`src/rtl/core/q6k_pkg.sv`:
```
`default_nettype none

package q6k_pkg;

    localparam int SUB_WIDTH = 16;
    localparam int CODE_W    = 6;
    localparam int ACT_W     = 8;
    localparam int PROD_W    = 15;
    localparam int PART_W    = 17;
    localparam int DIFF_W    = 20;
    localparam int LANES     = 4;
    localparam int LANE_W    = 2;

    localparam int IN_DATA_W = 296;
    localparam int CFG_ADDR_W = 1;

    // configuration register indexes
    localparam logic [CFG_ADDR_W-1:0] REG_PER_GROUP = 1'b0;
    localparam logic [CFG_ADDR_W-1:0] REG_GLOBAL_SS = 1'b1;

    localparam logic [31:0] F32_ONE   = 32'h3F80_0000;
    localparam logic [31:0] F32_QNAN  = 32'hFFC0_0000;
    localparam logic [31:0] F32_QUIET = 32'h0040_0000;
    localparam int          F32_BIAS  = 127;
    localparam int          HALF_BIAS_ADJ = 127 - 15;

    // leading zero count of a 32-bit word, 32 when zero
    function automatic logic [5:0] f_lzc32(input logic [31:0] x);
        logic [5:0] n;
        n = 6'd32;
        for (int i = 0; i < 32; i++) begin
            if (x[i]) begin
                n = 6'(31 - i);
            end
        end
        return n;
    endfunction

    // exact conversion of a small signed integer to binary32
    function automatic logic [31:0] f_int_to_f32(input logic signed [DIFF_W-1:0] x);
        logic [DIFF_W-1:0] mag;
        logic [DIFF_W-1:0] nrm;
        logic [5:0]        lz;
        logic [7:0]        ex;
        logic [31:0]       r;
        mag = x[DIFF_W-1] ? DIFF_W'(-x) : DIFF_W'(x);
        lz  = f_lzc32({mag, {(32-DIFF_W){1'b0}}});
        nrm = mag << lz;
        ex  = 8'(F32_BIAS + DIFF_W - 1 - int'(lz));
        if (mag == '0) begin
            r = 32'h0;
        end else begin
            r = {x[DIFF_W-1], ex, nrm[DIFF_W-2:0], {(24-DIFF_W){1'b0}}};
        end
        return r;
    endfunction

    // half to binary32, half subnormals become normals
    function automatic logic [31:0] f_half_to_f32(input logic [15:0] h);
        logic [4:0]  ex;
        logic [9:0]  man;
        logic [5:0]  lz;
        logic [10:0] m;
        logic [31:0] r;
        ex  = h[14:10];
        man = h[9:0];
        lz  = f_lzc32({man, 22'b0});
        m   = {1'b0, man} << (lz + 6'd1);
        if (ex == 5'd0 && man == 10'd0) begin
            r = {h[15], 31'b0};
        end else if (ex == 5'd0) begin
            r = {h[15], 8'(HALF_BIAS_ADJ - int'(lz)), m[9:0], 13'b0};
        end else if (ex == 5'h1F) begin
            r = {h[15], 8'hFF, man, 13'b0};
        end else begin
            r = {h[15], 8'(int'(ex) + HALF_BIAS_ADJ), man, 13'b0};
        end
        return r;
    endfunction

endpackage

`default_nettype wire

```
`src/rtl/core/q6k_dot.sv`:
```
`default_nettype none

module q6k_dot (
    input  logic                                       i_clk,
    input  logic                                       i_en,
    input  logic [q6k_pkg::SUB_WIDTH*q6k_pkg::CODE_W-1:0] i_codes,
    input  logic [q6k_pkg::SUB_WIDTH*q6k_pkg::ACT_W-1:0]  i_acts,
    input  logic signed [11:0]                         i_asum,
    output logic [31:0]                                o_diff_f
);

    localparam int NPART = q6k_pkg::SUB_WIDTH / 4;

    logic signed [q6k_pkg::PROD_W-1:0] r_prod [q6k_pkg::SUB_WIDTH];
    logic signed [q6k_pkg::PROD_W-1:0] n_prod [q6k_pkg::SUB_WIDTH];
    logic signed [q6k_pkg::PART_W-1:0] r_part [NPART];
    logic signed [q6k_pkg::PART_W-1:0] n_part [NPART];
    logic signed [q6k_pkg::DIFF_W-1:0] r_diff;
    logic signed [q6k_pkg::DIFF_W-1:0] n_diff;
    logic signed [11:0]                r_asum1;
    logic signed [11:0]                r_asum2;
    logic [31:0]                       r_diff_f;

    always_comb begin
        for (int i = 0; i < q6k_pkg::SUB_WIDTH; i++) begin
            n_prod[i] = $signed({{(q6k_pkg::PROD_W-q6k_pkg::CODE_W){1'b0}},
                                 i_codes[q6k_pkg::CODE_W*i +: q6k_pkg::CODE_W]})
                      * $signed({{(q6k_pkg::PROD_W-q6k_pkg::ACT_W){i_acts[8*i+7]}},
                                 i_acts[q6k_pkg::ACT_W*i +: q6k_pkg::ACT_W]});
        end
    end

    always_comb begin
        for (int g = 0; g < NPART; g++) begin
            n_part[g] = r_prod[4*g] + r_prod[4*g+1] + r_prod[4*g+2] + r_prod[4*g+3];
        end
    end

    // dot minus 32 times the supplied sum, exact in twenty bits
    always_comb begin
        n_diff = '0;
        for (int g = 0; g < NPART; g++) begin
            n_diff = n_diff + r_part[g];
        end
        n_diff = n_diff - $signed({{3{r_asum2[11]}}, r_asum2, 5'b0});
    end

    always_ff @(posedge i_clk) begin
        if (i_en) begin
            r_prod   <= n_prod;
            r_asum1  <= i_asum;
            r_part   <= n_part;
            r_asum2  <= r_asum1;
            r_diff   <= n_diff;
            r_diff_f <= q6k_pkg::f_int_to_f32(r_diff);
        end
    end

    assign o_diff_f = r_diff_f;

endmodule

`default_nettype wire

```
`config.mk`:
```
export PLATFORM = sky130hd
export DESIGN_NAME = q6k_dot
export DESIGN_NICKNAME = d
export VERILOG_FILES = /design/src/rtl/core/q6k_pkg.sv /design/src/rtl/core/q6k_dot.sv
export SDC_FILE = /design/constraint.sdc
export NUM_CORES = 2
export LEC_CHECK = 0
export BUFFER_PORTS_ARGS = -buffer_cell sky130_fd_sc_hd__buf_2
export CELL_PAD_IN_SITES_DETAIL_PLACEMENT = 2
export CELL_PAD_IN_SITES_GLOBAL_PLACEMENT = 2
export CORE_ASPECT_RATIO = 0.8
export CORE_MARGIN = 3
export CORE_UTILIZATION = 30
export DETAILED_ROUTE_END_ITERATION = 7
export PLACE_DENSITY = 0.59
export SKIP_CTS_REPAIR_TIMING = 1
export SYNTH_ARGS = -nofsm -noshare
export SYNTH_HDL_FRONTEND = slang
export SYNTH_SLANG_ARGS = --single-unit
```
`constraint.sdc`:
```
create_clock -name i_clk -period 6.59 [get_ports i_clk]
set_input_delay 1.318 -clock i_clk [delete_from_list [all_inputs] [get_ports i_clk]]
set_output_delay 1.318 -clock i_clk [all_outputs]
set_load 0.1 [all_outputs]
```
Word-level counts from Yosys, hierarchy flattened --
Cells that the tools add are included.
Storage, ports and cells: register bits 384, latch bits 0, bits in writable memories 0, memory bits (read-only) 0, input port bits 238, output and inout bits 32, logic and storage cells 83, memories 0
Cells by class: add/sub/neg operators 18, multiply operators 16, div/mod/pow operators 0, order comparisons 0, eq/ne operators 0, shift-type cells 1, muxes and demuxes 22, bitwise gates (word level) 0, reductions and logical operators 1
Operators with widths (count):
- multiplier 7 x 8 -> 15 bit | 16
- 2-to-1 mux 6 bit | 21
- adder 16 x 15 -> 17 bit | 4
- adder 17 x 15 -> 17 bit | 4
- adder 15 x 15 -> 16 bit | 4
- adder 19 x 17 -> 20 bit | 1
- logical NOT 20 bit | 1
- 2-to-1 mux 20 bit | 1
- negator 20 bit | 1
- left shift 20 x 6 -> 19 bit | 1
- subtractor 20 x 17 -> 20 bit | 1
- adder 18 x 17 -> 19 bit | 1
- adder 17 x 17 -> 18 bit | 1
- subtractor 8 x 6 -> 8 bit (first input constant) | 1

Depth between registers and ports, before layout --
depth after elaboration 24, mapped depth 19, mapped depth without buffers 19

Least setup slack after synthesis --
OpenSTA, ideal clock, no wires.
path kind in2reg, start point in i_acts[53] (netlist name), end point reg r_prod[148] (netlist name), data pin, library setup time 0.268 ns, data arrival time 4.962 ns, required time 6.322 ns, setup slack 1.361 ns, cell stages on the path 15, buffers on the path 0, cell sequence and2_1 > fa_1 > inv_1 > fa_1 > fa_1 > inv_1 > fa_1 > ha_1 > a21oi_1 > o21bai_1 > a21oi_1 > o21ai_0 > or4_1 > o311ai_0 > xnor2_1
RTL lines:
- start: declaration | line q6k_dot.sv:7 | input logic [q6k_pkg::SUB_WIDTH*q6k_pkg::ACT_W-1:0] i_acts,
- end signal: assignment | line q6k_dot.sv:50 | r_prod <= n_prod;
- end: declaration | line q6k_dot.sv:14 | logic signed [q6k_pkg::PROD_W-1:0] r_prod [q6k_pkg::SUB_WIDTH];

==> results.py <==
metrics = {
    "detailed_routing": {
        "vias": 33000,
        "wire_per_inst_um": 18.6,
        "final_antenna_net_count": 0,
        "drt-total-wl_um": 134000,
        "drcViolationCount": 0,
        "firstDrtPassIters": 5,
        "routed_via_density": 4.58,
        "first_iter_violations": 1222,
    },
    "yosys": {
        "synth_common_cells": "924 x inv_1, 732 x fa_1, 571 x ha_1",
        "synth_top_area_share_pct": 29.4,
        "syn-cell-area_um2": 49900,
        "post-synth-top-area-cell": "fa_1",
        "synth-seq-cells": 380,
        "synth_edf_count": 380,
        "ys_types": 96,
        "ys_seq_area_share_pct": 22.9,
        "ys_dominant_reg_cell": "edfxtp_1",
        "synth.most_common_cell": "inv_1",
        "synth.area.top_cells": "fa_1 29%, edfxtp_1 23%, ha_1 14%, inv_1 7.0%, and2_1 6.5%",
        "synth-async-reset-ratio_pct": 0,
        "synthCells": 4722,
        "yosys_warnings": 0,
        "syn_area_per_cell_um2": 10.6,
    },
    "clock_tree": {
        "clockBufferDepth": 3,
        "cts_sinks": 380,
        "htreeDepth": 2,
        "clkLatencyLatePin_ps": 600,
        "cts_tree": "built",
        "cts_buffers": 48,
        "cts_root_buf": "clkbuf_16",
        "clk_pin_slew_ps": 60,
    },
    "placement": {
        "portBuffers": 265,
        "post-place-ws_ps": 779,
        "dpl.cell_count": 7127,
        "dp_hpwl_um": 115000,
        "gp_congestion": 0.774,
    },
    "sta": {
        "finalSetupTns_ps": 0,
        "setup_viol": 0,
        "hold_violations": 0,
        "fin_ws_ps": 1410,
        "worst_pin_slew_ps": 1000,
        "rsz0062_at_grt": "false",
        "slew_headroom_pct": 33.2,
        "drv_slew": 0,
        "finalCritPeriodShare_pct": 78.7,
        "period_needed_ps": 5180,
        "fmax_mhz": 193,
        "finalClockSkew_ps": 19.7,
    },
    "outcome": {
        "status": "finished, final reports clean",
    },
    "hold_path": {
        "whs_path_depth": 0,
        "hp-start": "r_asum1[1]$_DFFE_PP_",
        "min_to": "r_asum2[1]$_DFFE_PP_",
        "min_path_type": "register to register",
    },
    "global_route": {
        "antenna_found_initial": 14,
        "grt_max_degree": 85,
        "grt_usage_pct": 16.0,
        "grt_pass1_vias": 37500,
        "gr-total-overflow": 0,
        "grt_pass1_wl_um": 216000,
    },
    "setup_path": {
        "rr_worst_depth": 12,
        "slowest_delay_ps": 580,
        "startpoint_type": "input pin",
        "cp_top_family": "adder cells",
        "ff2ff_setup_slack_ps": 1670,
        "end_kind": "register",
        "worst_path_max_delay_cell": "fa_1",
        "worstPathArrival_ps": 5520,
        "r2r-end": "o_diff_f[21]$_SDFFCE_PP0P_",
        "cp_num_buf_inv": 3,
        "cp_max_fo": 6,
        "cpMostUsedCell": "fa_1",
        "path_class": "input pin to register",
        "crit_required_ps": 6930,
        "crit_start": "i_acts[69]",
        "r2r-start": "r_diff[0]$_DFFE_PP_",
        "crit_chain": "buf_2 > and2_1 > fa_1 > inv_1 > fa_1 > fa_1 > inv_1 > fa_1 > ha_1 > a21oi_1 > o21bai_1 > a21oi_1 > o21ai_0 > or4_1 > o311ai_0 > xnor2_1",
    },
    "final_layout": {
        "multiInputGateArea_um2": 34800,
        "drive_gt1_share_pct": 7.86,
        "finalNonFillerCells": 7211,
        "final_nets": 6558,
        "final_core_util_pct": 33.6,
        "nFillCells": 18000,
        "seq_area_um2": 11400,
        "syn_to_final_growth_pct": 10.9,
    },
    "floorplan": {
        "die_w_um": 462,
        "start_util_pct": 30.3,
        "rows": 133,
        "pin_count": 270,
        "die-area_um2": 171000,
        "dieHeight_um": 371,
        "core_um2": 165000,
    },
    "job": {
        "maxCapViolations": 0,
    },
}
[flip-flops by register name (all words and copies together), names as in the netlist]
signal    count
r_part       68
r_asum1      12
r_prod      240
r_diff       20
r_asum2      12
o_diff_f     28
[cell families after synthesis]
logic type	synth area share (%)
muxes	0.748
AOI/OAI and AO/OA	6.35
and+or+nand+nor	12.9
DFF	22.9
adders and majority gates	43.7
xor gates and xnor gates	6.01
buffers and inverters	7.40
other	0.00752
[worst max-delay path by stage]
stage / to / slack, ps / cells past startpoint
final: r_prod[118]$_DFFE_PP_ / 1410 / 16
after global routing: r_prod[224]$_DFFE_PP_ / 1170 / 20
after CTS: r_prod[222]$_DFFE_PP_ / 1430 / 17
after detailed placement: r_prod[222]$_DFFE_PP_ / 780 / 17
after global placement: r_prod[222]$_DFFE_PP_ / 860 / 17
after floorplan: r_prod[148]$_DFFE_PP_ / 1360 / 15
[per-layer routing]
| layer | GRT usage, % | part of all wire [%] | vias up | wire, µm |
|---|---|---|---|---|
| li1 | - | - | 15700 | - |
| met4 | 1.96 | 1.0 | 2 | 1390 |
| met3 | 1.41 | 2.2 | 84 | 2930 |
| met5 | 0 | 0.0097 | - | 13 |
| met1 | 23.8 | 51 | 17000 | 68400 |
| met2 | 26.0 | 46 | 279 | 61500 |
[worst reg2reg max path, cell delays in order (launching register included)]
cell and delay (ps):
edfxtp_1 570, inv_1 150, ha_1 300, nor3b_2 510
nand3_2 200, o21ai_0 250, xor2_1 490, nand2_4 110
o31ai_4 850, mux2_2 450, a21boi_1 160, mux2i_1 150
a2111o_1 480
[metrics by stage]
| stage | instance area (µm²) | hold WS (ps) |
|---|---|---|
| after floorplan | 49900 | 400 |
| after global placement | 53800 | 407 |
| after detailed placement | 53800 | 406 |
| after CTS | 55300 | 409 |
| after global routing | 55300 | 428 |
| final | 55300 | 409 |
[cell usage in the layout, fill, tap and decap left out, drive strengths merged, types with 32 or more instances in the layout]
master / count
o21ai: 77
o21bai: 67
clkbuf: 54
xnor2: 302
nor2b: 32
inv: 928
edfxtp: 380
nor2: 172
nand2: 347
a21o: 33
and2: 519
a21oi: 181
ha: 571
fa: 732
xor2: 40
nor3: 50
buf: 273
[final cells by class]
type	instances	area share (%)
clock inverter	28	0.462
multi-input combinational	3388	62.9
sequential	380	20.6
antenna	2	0.00905
clock buffer	54	2.25
tap	2160	4.89
timing repair buffer	273	2.57
inverter	926	6.28
Power is not shown: default switching activity piles up to over one toggle a cycle in this logic, so the estimate is an artifact.
