===== config.mk =====
export PLATFORM = sky130hd
export DESIGN_NAME = q6k_fmul
export DESIGN_NICKNAME = d
export VERILOG_FILES = /design/src/rtl/core/q6k_pkg.sv /design/src/rtl/core/q6k_fmul.sv
export SDC_FILE = /design/constraint.sdc
export NUM_CORES = 2
export LEC_CHECK = 0
export BUFFER_PORTS_ARGS = -buffer_cell sky130_fd_sc_hd__buf_4
export CAP_MARGIN = 20
export CELL_PAD_IN_SITES_DETAIL_PLACEMENT = 0
export CELL_PAD_IN_SITES_GLOBAL_PLACEMENT = 1
export CORE_ASPECT_RATIO = 0.7
export CORE_MARGIN = 1.5
export CORE_UTILIZATION = 51
export DETAILED_ROUTE_END_ITERATION = 6
export PLACE_DENSITY = 0.95
export SYNTH_ARGS = -nofsm -noshare
export SYNTH_HDL_FRONTEND = slang
export SYNTH_SLANG_ARGS = --single-unit

===== constraint.sdc =====
create_clock -name i_clk -period 10 [get_ports i_clk]
set_input_delay 0 -clock i_clk [delete_from_list [all_inputs] [get_ports i_clk]]
set_output_delay 0 -clock i_clk [all_outputs]
set_load 0.02 [all_outputs]

===== src/rtl/core/q6k_pkg.sv =====
`default_nettype none

package q6k_pkg;

    localparam int SUB_WIDTH = 16;
    localparam int CODE_W    = 6;
    localparam int ACT_W     = 8;
    localparam int PROD_W    = 15;
    localparam int PART_W    = 17;
    localparam int DIFF_W    = 20;
    localparam int LANES     = 4;
    localparam int LANE_W    = 2;

    localparam int IN_DATA_W = 296;
    localparam int CFG_ADDR_W = 1;

    // configuration register indexes
    localparam logic [CFG_ADDR_W-1:0] REG_PER_GROUP = 1'b0;
    localparam logic [CFG_ADDR_W-1:0] REG_GLOBAL_SS = 1'b1;

    localparam logic [31:0] F32_ONE   = 32'h3F80_0000;
    localparam logic [31:0] F32_QNAN  = 32'hFFC0_0000;
    localparam logic [31:0] F32_QUIET = 32'h0040_0000;
    localparam int          F32_BIAS  = 127;
    localparam int          HALF_BIAS_ADJ = 127 - 15;

    // leading zero count of a 32-bit word, 32 when zero
    function automatic logic [5:0] f_lzc32(input logic [31:0] x);
        logic [5:0] n;
        n = 6'd32;
        for (int i = 0; i < 32; i++) begin
            if (x[i]) begin
                n = 6'(31 - i);
            end
        end
        return n;
    endfunction

    // exact conversion of a small signed integer to binary32
    function automatic logic [31:0] f_int_to_f32(input logic signed [DIFF_W-1:0] x);
        logic [DIFF_W-1:0] mag;
        logic [DIFF_W-1:0] nrm;
        logic [5:0]        lz;
        logic [7:0]        ex;
        logic [31:0]       r;
        mag = x[DIFF_W-1] ? DIFF_W'(-x) : DIFF_W'(x);
        lz  = f_lzc32({mag, {(32-DIFF_W){1'b0}}});
        nrm = mag << lz;
        ex  = 8'(F32_BIAS + DIFF_W - 1 - int'(lz));
        if (mag == '0) begin
            r = 32'h0;
        end else begin
            r = {x[DIFF_W-1], ex, nrm[DIFF_W-2:0], {(24-DIFF_W){1'b0}}};
        end
        return r;
    endfunction

    // half to binary32, half subnormals become normals
    function automatic logic [31:0] f_half_to_f32(input logic [15:0] h);
        logic [4:0]  ex;
        logic [9:0]  man;
        logic [5:0]  lz;
        logic [10:0] m;
        logic [31:0] r;
        ex  = h[14:10];
        man = h[9:0];
        lz  = f_lzc32({man, 22'b0});
        m   = {1'b0, man} << (lz + 6'd1);
        if (ex == 5'd0 && man == 10'd0) begin
            r = {h[15], 31'b0};
        end else if (ex == 5'd0) begin
            r = {h[15], 8'(HALF_BIAS_ADJ - int'(lz)), m[9:0], 13'b0};
        end else if (ex == 5'h1F) begin
            r = {h[15], 8'hFF, man, 13'b0};
        end else begin
            r = {h[15], 8'(int'(ex) + HALF_BIAS_ADJ), man, 13'b0};
        end
        return r;
    endfunction

endpackage

`default_nettype wire


===== src/rtl/core/q6k_fmul.sv =====
`default_nettype none

module q6k_fmul (
    input  logic        i_clk,
    input  logic        i_en,
    input  logic [31:0] i_a,
    input  logic [31:0] i_b,
    output logic [31:0] o_prod
);

    // unpack and normalize
    logic               a_nan, a_inf, a_zero, b_nan, b_inf, b_zero;
    logic [23:0]        sig_a, sig_b;
    logic [5:0]         lz_a, lz_b;
    logic signed [11:0] n_ea, n_eb;
    logic               n_spec;
    logic [31:0]        n_spec_val;
    logic               n_sign;

    logic               r1_sign, r1_spec;
    logic [31:0]        r1_spec_val;
    logic signed [11:0] r1_ea, r1_eb;
    logic [23:0]        r1_ma, r1_mb;

    logic               r2_sign, r2_spec;
    logic [31:0]        r2_spec_val;
    logic signed [11:0] r2_e;
    logic [47:0]        r2_p;

    logic [47:0]        pn, m;
    logic signed [11:0] e;
    logic [5:0]         sh;
    logic [7:0]         field;
    logic               lost, up;
    logic [31:0]        n_res;
    logic [31:0]        r3_res;

    always_comb begin
        a_nan  = (i_a[30:23] == 8'hFF) && (i_a[22:0] != '0);
        a_inf  = (i_a[30:23] == 8'hFF) && (i_a[22:0] == '0);
        a_zero = i_a[30:0] == '0;
        b_nan  = (i_b[30:23] == 8'hFF) && (i_b[22:0] != '0);
        b_inf  = (i_b[30:23] == 8'hFF) && (i_b[22:0] == '0);
        b_zero = i_b[30:0] == '0;
        sig_a  = {i_a[30:23] != 8'd0, i_a[22:0]};
        sig_b  = {i_b[30:23] != 8'd0, i_b[22:0]};
        lz_a   = q6k_pkg::f_lzc32({sig_a, 8'b0});
        lz_b   = q6k_pkg::f_lzc32({sig_b, 8'b0});
        n_ea   = $signed({4'b0, (i_a[30:23] == 8'd0) ? 8'd1 : i_a[30:23]})
               - $signed({6'b0, lz_a});
        n_eb   = $signed({4'b0, (i_b[30:23] == 8'd0) ? 8'd1 : i_b[30:23]})
               - $signed({6'b0, lz_b});
        n_sign = i_a[31] ^ i_b[31];
        n_spec = 1'b1;
        priority if (a_nan) begin
            n_spec_val = i_a | q6k_pkg::F32_QUIET;
        end else if (b_nan) begin
            n_spec_val = i_b | q6k_pkg::F32_QUIET;
        end else if ((a_inf && b_zero) || (a_zero && b_inf)) begin
            n_spec_val = q6k_pkg::F32_QNAN;
        end else if (a_inf || b_inf) begin
            n_spec_val = {n_sign, 8'hFF, 23'b0};
        end else if (a_zero || b_zero) begin
            n_spec_val = {n_sign, 31'b0};
        end else begin
            n_spec     = 1'b0;
            n_spec_val = '0;
        end
    end

    // normalize, denormalize on underflow, round to nearest even
    always_comb begin
        if (r2_p[47]) begin
            pn = r2_p;
            e  = r2_e + 12'sd1;
        end else begin
            pn = r2_p << 1;
            e  = r2_e;
        end
        if (e >= 12'sd1) begin
            sh    = 6'd0;
            field = e[7:0];
        end else begin
            sh    = (12'sd1 - e > 12'sd48) ? 6'd48 : 6'(12'sd1 - e);
            field = 8'd0;
        end
        m    = pn >> sh;
        lost = |(pn & ~({48{1'b1}} << sh));
        up   = m[23] & (lost | (|m[22:0]) | m[24]);
        if (r2_spec) begin
            n_res = r2_spec_val;
        end else if (e >= 12'sd255) begin
            n_res = {r2_sign, 8'hFF, 23'b0};
        end else begin
            n_res = {r2_sign, 31'({field, m[46:24]}) + 31'(up)};
        end
    end

    always_ff @(posedge i_clk) begin
        if (i_en) begin
            r1_sign     <= n_sign;
            r1_spec     <= n_spec;
            r1_spec_val <= n_spec_val;
            r1_ea       <= n_ea;
            r1_eb       <= n_eb;
            r1_ma       <= sig_a << lz_a;
            r1_mb       <= sig_b << lz_b;
            r2_sign     <= r1_sign;
            r2_spec     <= r1_spec;
            r2_spec_val <= r1_spec_val;
            r2_e        <= r1_ea + r1_eb - 12'(q6k_pkg::F32_BIAS);
            r2_p        <= r1_ma * r1_mb;
            r3_res      <= n_res;
        end
    end

    assign o_prod = r3_res;

endmodule

`default_nettype wire


## Word level (Yosys, flattened, before mapping)

Cells that the tools add are included.

- $mul: 1
- Reductions and logical operators: 23
- Add/subtract/negate cells: 7
- Equal/unequal tests: 2
- Mux-type cells: 63
- Bitwise gates (word level): 6
- Order comparisons: 3
- Shift operators: 4

Operator list:

| cell | count |
|---|---|
| 2-to-1 mux 6 bit | 50 |
| 2-to-1 mux 32 bit | 6 |
| zero test 31 bit | 2 |
| AND 48 bit | 1 |
| multiplier 24 x 24 -> 48 bit | 1 |
| 2-to-1 mux 48 bit | 1 |
| NOT 48 bit | 1 |
| OR reduction 48 bit | 1 |
| << shifter 24 x 6 -> 24 bit | 2 |
| << shifter 48 x 6 -> 48 bit (first input constant) | 1 |
| >> shifter 48 x 6 -> 47 bit | 1 |
| zero test 23 bit | 2 |
| nonzero test 23 bit | 2 |
| adder 31 x 1 -> 31 bit | 1 |
| 2-to-1 mux 31 bit | 1 |
| 2-to-1 mux 8 bit | 3 |
| OR reduction 23 bit | 1 |
| subtractor 8 x 6 -> 9 bit | 2 |
| == test 8 bit (second input constant) | 2 |
| zero test 8 bit | 2 |
| nonzero test 8 bit | 2 |
| adder 12 bit | 1 |
| adder 12 x 2 -> 12 bit (second input constant) | 1 |
| >= comparator 12 x 2 -> 1 bit (second input constant) | 1 |
| other kinds (13) | 21 |

- Register bits: 232
- Word-level logic and storage cells: 123
- Input bits: 66

## Depth between registers and ports, before layout

- Word-level depth: 25
- Gate-level depth with buffers: 31

## Worst setup path before layout

OpenSTA, ideal clock, no wires.

- Kind: register to register
- From: reg r1_ma[13]
- To: reg r2_p[47], data pin
- Data required time: 9,740 ps
- Arrival time: 7,493 ps
- Path slack: 2,247 ps
- Cell stages (with the launch flop): 29
- Path through: edfxtp_1 clkbuf_1 nand2_1 fa_1 inv_1 fa_1 fa_1 inv_1 fa_1 fa_1 inv_1 fa_1 fa_1 ha_1 a21o_1 a21o_1 a21oi_1 nor2_1 a221oi_1 a21oi_1 a2111oi_0 o31ai_1 o41ai_1 nor3_1 nor2_1 a311oi_1 a21o_1 a21oi_1 xnor2_1

- Word-level cells in the longest chain between the ends: 1

Ends and longest elaborated chain:

| element | line | RTL |
|---|---|---|
| start, declared | q6k_fmul.sv:23 | `logic [23:0] r1_ma, r1_mb;` |
| start signal, assigned | q6k_fmul.sv:106 | `r1_ma <= sig_a << lz_a;` |
| multiplier 24 x 24 -> 48 bit | q6k_fmul.sv:112 | `r2_p <= r1_ma * r1_mb;` |
| end signal, assigned | q6k_fmul.sv:112 |  |
| end, declared | q6k_fmul.sv:28 | `logic [47:0] r2_p;` |

Every way passes these cells.
A chain may end at the register's enable or synchronous reset.

## Worst setup path after layout

- From: reg r1_mb[7]
- To: reg r2_p[47], data pin

- Word-level cells in the longest chain between the ends: 1

Ends and longest elaborated chain:

| element | line | RTL |
|---|---|---|
| start, declared | q6k_fmul.sv:23 |  |
| start signal, assigned | q6k_fmul.sv:107 | `r1_mb <= sig_b << lz_b;` |
| multiplier 24 x 24 -> 48 bit | q6k_fmul.sv:112 |  |

Every way passes these cells.

==> run summary <==
After synthesis, the mean cell area works out to 9.15 um^2. Among all flip-flop cells after synthesis, the most frequent one is sky130_fd_sc_hd__edfxtp_1. After synthesis, the cell types taking the most area are sky130_fd_sc_hd__fa_1 28%, sky130_fd_sc_hd__edfxtp_1 19%, sky130_fd_sc_hd__ha_1 7.2%. Number of failing hold endpoints at the final stage: 0. In this run the worst path has a maximum fanout of 18. The element type at the critical path end was a flip-flop. The area of the mapped netlist is 35100 um^2, and the count of state elements after synthesis is 226.

Number of max-slew violations in the final report: 0. For the pin with the worst max-slew slack, the measured transition is 1.16 ns. Counting every instance in the synthesized netlist gives 3835. The floorplan die area was 70400 um^2.

Leaving out fill and tap cells, the most frequent cells in the layout are 575 x sky130_fd_sc_hd__inv_1, 515 x sky130_fd_sc_hd__nand2_1, 483 x sky130_fd_sc_hd__fa_1, 234 x sky130_fd_sc_hd__and2_1, 226 x sky130_fd_sc_hd__edfxtp_1. During synthesis, Yosys emitted a total of 0 warnings. The post-route DRC violation count is 2, and the initial antenna violation count is 4. The multi-input combinational cells in the finished layout cover a total of 25300 um^2. The run finished, with violations left. For the count of filler cells inserted in the layout, the log shows 5887. Buffers placed on the I/O ports in this run total 97. The logs give 7 for the number of optimization iterations in the first detailed-route pass and 51.6% for the initial standard-cell utilization of the core.

The logs give 3 for the buffer levels on the longest clock path and 4645 for the number of nets in the finished design. In the routed layout, each cell is associated on average with a via count of 6.09. The clock transition at the registers of the reported paths is 0.08 ns. Across every metal layer, demand over resource in global routing totals 31.6%. The logs give 110000 um for the aggregate routed wire length and 19.3% for the sequential cell area fraction in the yosys report.

Final critical path time including I/O delays and setup: 9.25 ns. The tools report the nature of the critical path startpoint as a flip-flop. Static timing analysis puts the maximum clock frequency at 0.108 GHz.

After floorplanning, the core was divided into 80 placement rows. For the worst path arrival time, the log shows 9.56 ns. Setup violations remaining at the end of the flow were counted as 0. The area of all sequential standard cells was 6790 um^2; the number of distinct library cell variants in the gate-level netlist after synthesis was 98.

In the final layout, the share of cells above drive strength 1 is 8.65%. The die span in x came out at 317 um. TritonCTS built the clock tree. The half-perimeter wire length of the detailed placement result is 86500 um, and the number of buffers created by CTS is 22.

The final global-route overflow total is 0, and the number of flops mapped to enable cells by yosys is 226. Setup repair after global routing left no endpoint under its margin. After detailed routing, the average wire length per cell comes to 22.9 um. The number of cells upsized or downsized after cts was 0. The vias after detailed routing was 29300; the die boundary height was 223 um.

The cell sitting at the root of the clock tree is a sky130_fd_sc_hd__clkbuf_16. The number of global-route vias before repair is 28700. Worst min-delay path category: primary input to flip-flop. For this run, asynchronously set or reset flops after synthesis account for 0%. Max-cap violations in this run came to 0.

The type of the worst setup path is flip-flop to flip-flop. Entering global routing, the biggest net connects 87 pins. For the first-pass GRT wire length, the log shows 170000 um. The total area inside the core boundary comes to 68100 um^2. The logs give 1 for the level count of the clock H-tree and 0 for the post-route antenna net violation count.

The latest clock arrival within the worst-skew pair came out at 0.56 ns. The first routing iteration left 3781 violations. For the worst slew slack as a fraction of its limit, the log shows 23.0%.

The area growth from synthesis to layout is 9.16%. After synthesis, the largest area contributor takes up 27.5% of total cell area. The tree built by TritonCTS fans out to 226 sinks. The dominant cell type by area after synthesis was sky130_fd_sc_hd__fa_1. At the end of routability-driven placement, the weighted congestion stood at 1.03. The final cycle utilization of the critical path was 92.5%.

The required arrival time at the worst endpoint is 10.31 ns. For the final database, setup skew stands at 0.0149 ns. Pin placement for this block handled 98 I/O pins. Adding up every negative setup slack in the final design gives 0 ns.

The final reports fail on design-rule violations. The most frequent standard cell in the layout excluding fill and tap cells is sky130_fd_sc_hd__inv_1.
## repair_timing
item                                   in CTS  in global routing
hold buffers                               73                  0
endpoints found under the hold margin      99                  0
buffers inserted                            0                  0
## layer usage
metal | up-vias | part of all wire [%] | track usage (%)
met2 | 1931 | 39 | 41.8
met3 | 180 | 16 | 14.5
li1 | 12900 | - | -
met4 | 2 | 2.2 | 5.78
met5 | - | 0.012 | 0
met1 | 14300 | 42 | 47.0
## metrics by stage
step,instance area (um^2),utilization [%],cells,hold WS (ns),worst slack (ns)
6_report,38300,56.3,4812,0.0319,0.750
5_1_grt,38300,56.3,4812,0.0768,0.453
4_1_cts,38300,56.2,4809,0.0217,0.967
3_5_place_dp,36800,54.0,4698,0.302,1.01
3_3_place_gp,36800,54.0,4698,0.306,1.30
2_1_floorplan,35100,-,3836,0.112,2.25
## synthesized netlist by cell type (34+ instances only)
cell and count:
sky130_fd_sc_hd__inv_1 575, sky130_fd_sc_hd__nand2_1 515, sky130_fd_sc_hd__fa_1 483, sky130_fd_sc_hd__and2_1 234
sky130_fd_sc_hd__edfxtp_1 226, sky130_fd_sc_hd__ha_1 201, sky130_fd_sc_hd__nor2_1 182, sky130_fd_sc_hd__clkbuf_1 175
sky130_fd_sc_hd__a21oi_1 148, sky130_fd_sc_hd__mux2i_1 99, sky130_fd_sc_hd__o21ai_0 97, sky130_fd_sc_hd__nor3_1 79
sky130_fd_sc_hd__nand3_1 70, sky130_fd_sc_hd__xnor2_1 66, sky130_fd_sc_hd__a22o_1 37, sky130_fd_sc_hd__a211oi_1 34
## flip-flops by register name (all words and copies together), names as in the netlist
| register | cells |
|---|---|
| o_prod | 32 |
| r1_ea | 9 |
| r1_eb | 9 |
| r1_ma | 24 |
| r1_mb | 24 |
| r1_sign | 1 |
| r1_spec | 1 |
| r1_spec_val | 32 |
| r2_e | 12 |
| r2_p | 48 |
| r2_sign | 1 |
| r2_spec | 1 |
| r2_spec_val | 32 |
## cell type report
cell class                 instances  area share [%]
clock inverter                    15           0.565
sequential                       226            17.7
inverter                         579            5.67
antenna                            1         0.00653
timing repair buffer             254            5.54
clock buffer                      23            1.45
multi-input combinational       2812            66.1
tap                              902            2.94
## critical path, stage by stage (launching register included)
cell and delay [ns]:
sky130_fd_sc_hd__edfxtp_1 0.87, sky130_fd_sc_hd__nand2_1 0.17, sky130_fd_sc_hd__fa_1 0.53, sky130_fd_sc_hd__inv_1 0.05
sky130_fd_sc_hd__fa_1 0.47, sky130_fd_sc_hd__fa_1 0.53, sky130_fd_sc_hd__inv_1 0.07, sky130_fd_sc_hd__fa_1 0.50
sky130_fd_sc_hd__fa_1 0.55, sky130_fd_sc_hd__inv_1 0.05, sky130_fd_sc_hd__fa_1 0.49, sky130_fd_sc_hd__fa_1 0.42
sky130_fd_sc_hd__ha_1 0.36, sky130_fd_sc_hd__a21o_1 0.20, sky130_fd_sc_hd__a21o_1 0.17, sky130_fd_sc_hd__a21oi_1 0.18
sky130_fd_sc_hd__nor2_1 0.07, sky130_fd_sc_hd__a221oi_1 0.54, sky130_fd_sc_hd__a21oi_1 0.32, sky130_fd_sc_hd__a2111oi_0 0.72
sky130_fd_sc_hd__o31ai_1 0.22, sky130_fd_sc_hd__o41ai_1 0.61, sky130_fd_sc_hd__nor3_1 0.13, sky130_fd_sc_hd__nor2_1 0.16
sky130_fd_sc_hd__a311oi_1 0.14, sky130_fd_sc_hd__a21o_1 0.21, sky130_fd_sc_hd__a21oi_1 0.17, sky130_fd_sc_hd__xnor2_1 0.08
## kinds of logic after synthesis
family / Yosys count / share of synthesized area, %
multiplexers: 160 / 5.66
XOR/XNOR: 99 / 2.49
other: 1 / 0.0107
flip-flops: 226 / 19.3
AO/OA/AOI/OAI: 602 / 11.7
adder cells (fa/ha/maj): 684 / 34.7
AND/OR/NAND/NOR: 1265 / 17.4
buffers and inverters: 798 / 8.68
## path summary, 6_finish.rpt
| kind | from | to | slack [ns] | cells after the start |
|---|---|---|---|---|
| hold reg to reg | r1_spec_val[0] | r2_spec_val[0] | 0.42 | 0 |
| setup / recovery | r1_mb[7] | r2_p[47] | 0.75 | 27 |
| setup reg to reg | r1_mb[7] | r2_p[47] | 0.75 | 27 |
| hold / removal | i_a[25] | r1_ea[2] | 0.03 | 4 |
Power is not shown: default switching activity piles up to over one toggle a cycle in this logic, so the estimate is an artifact.
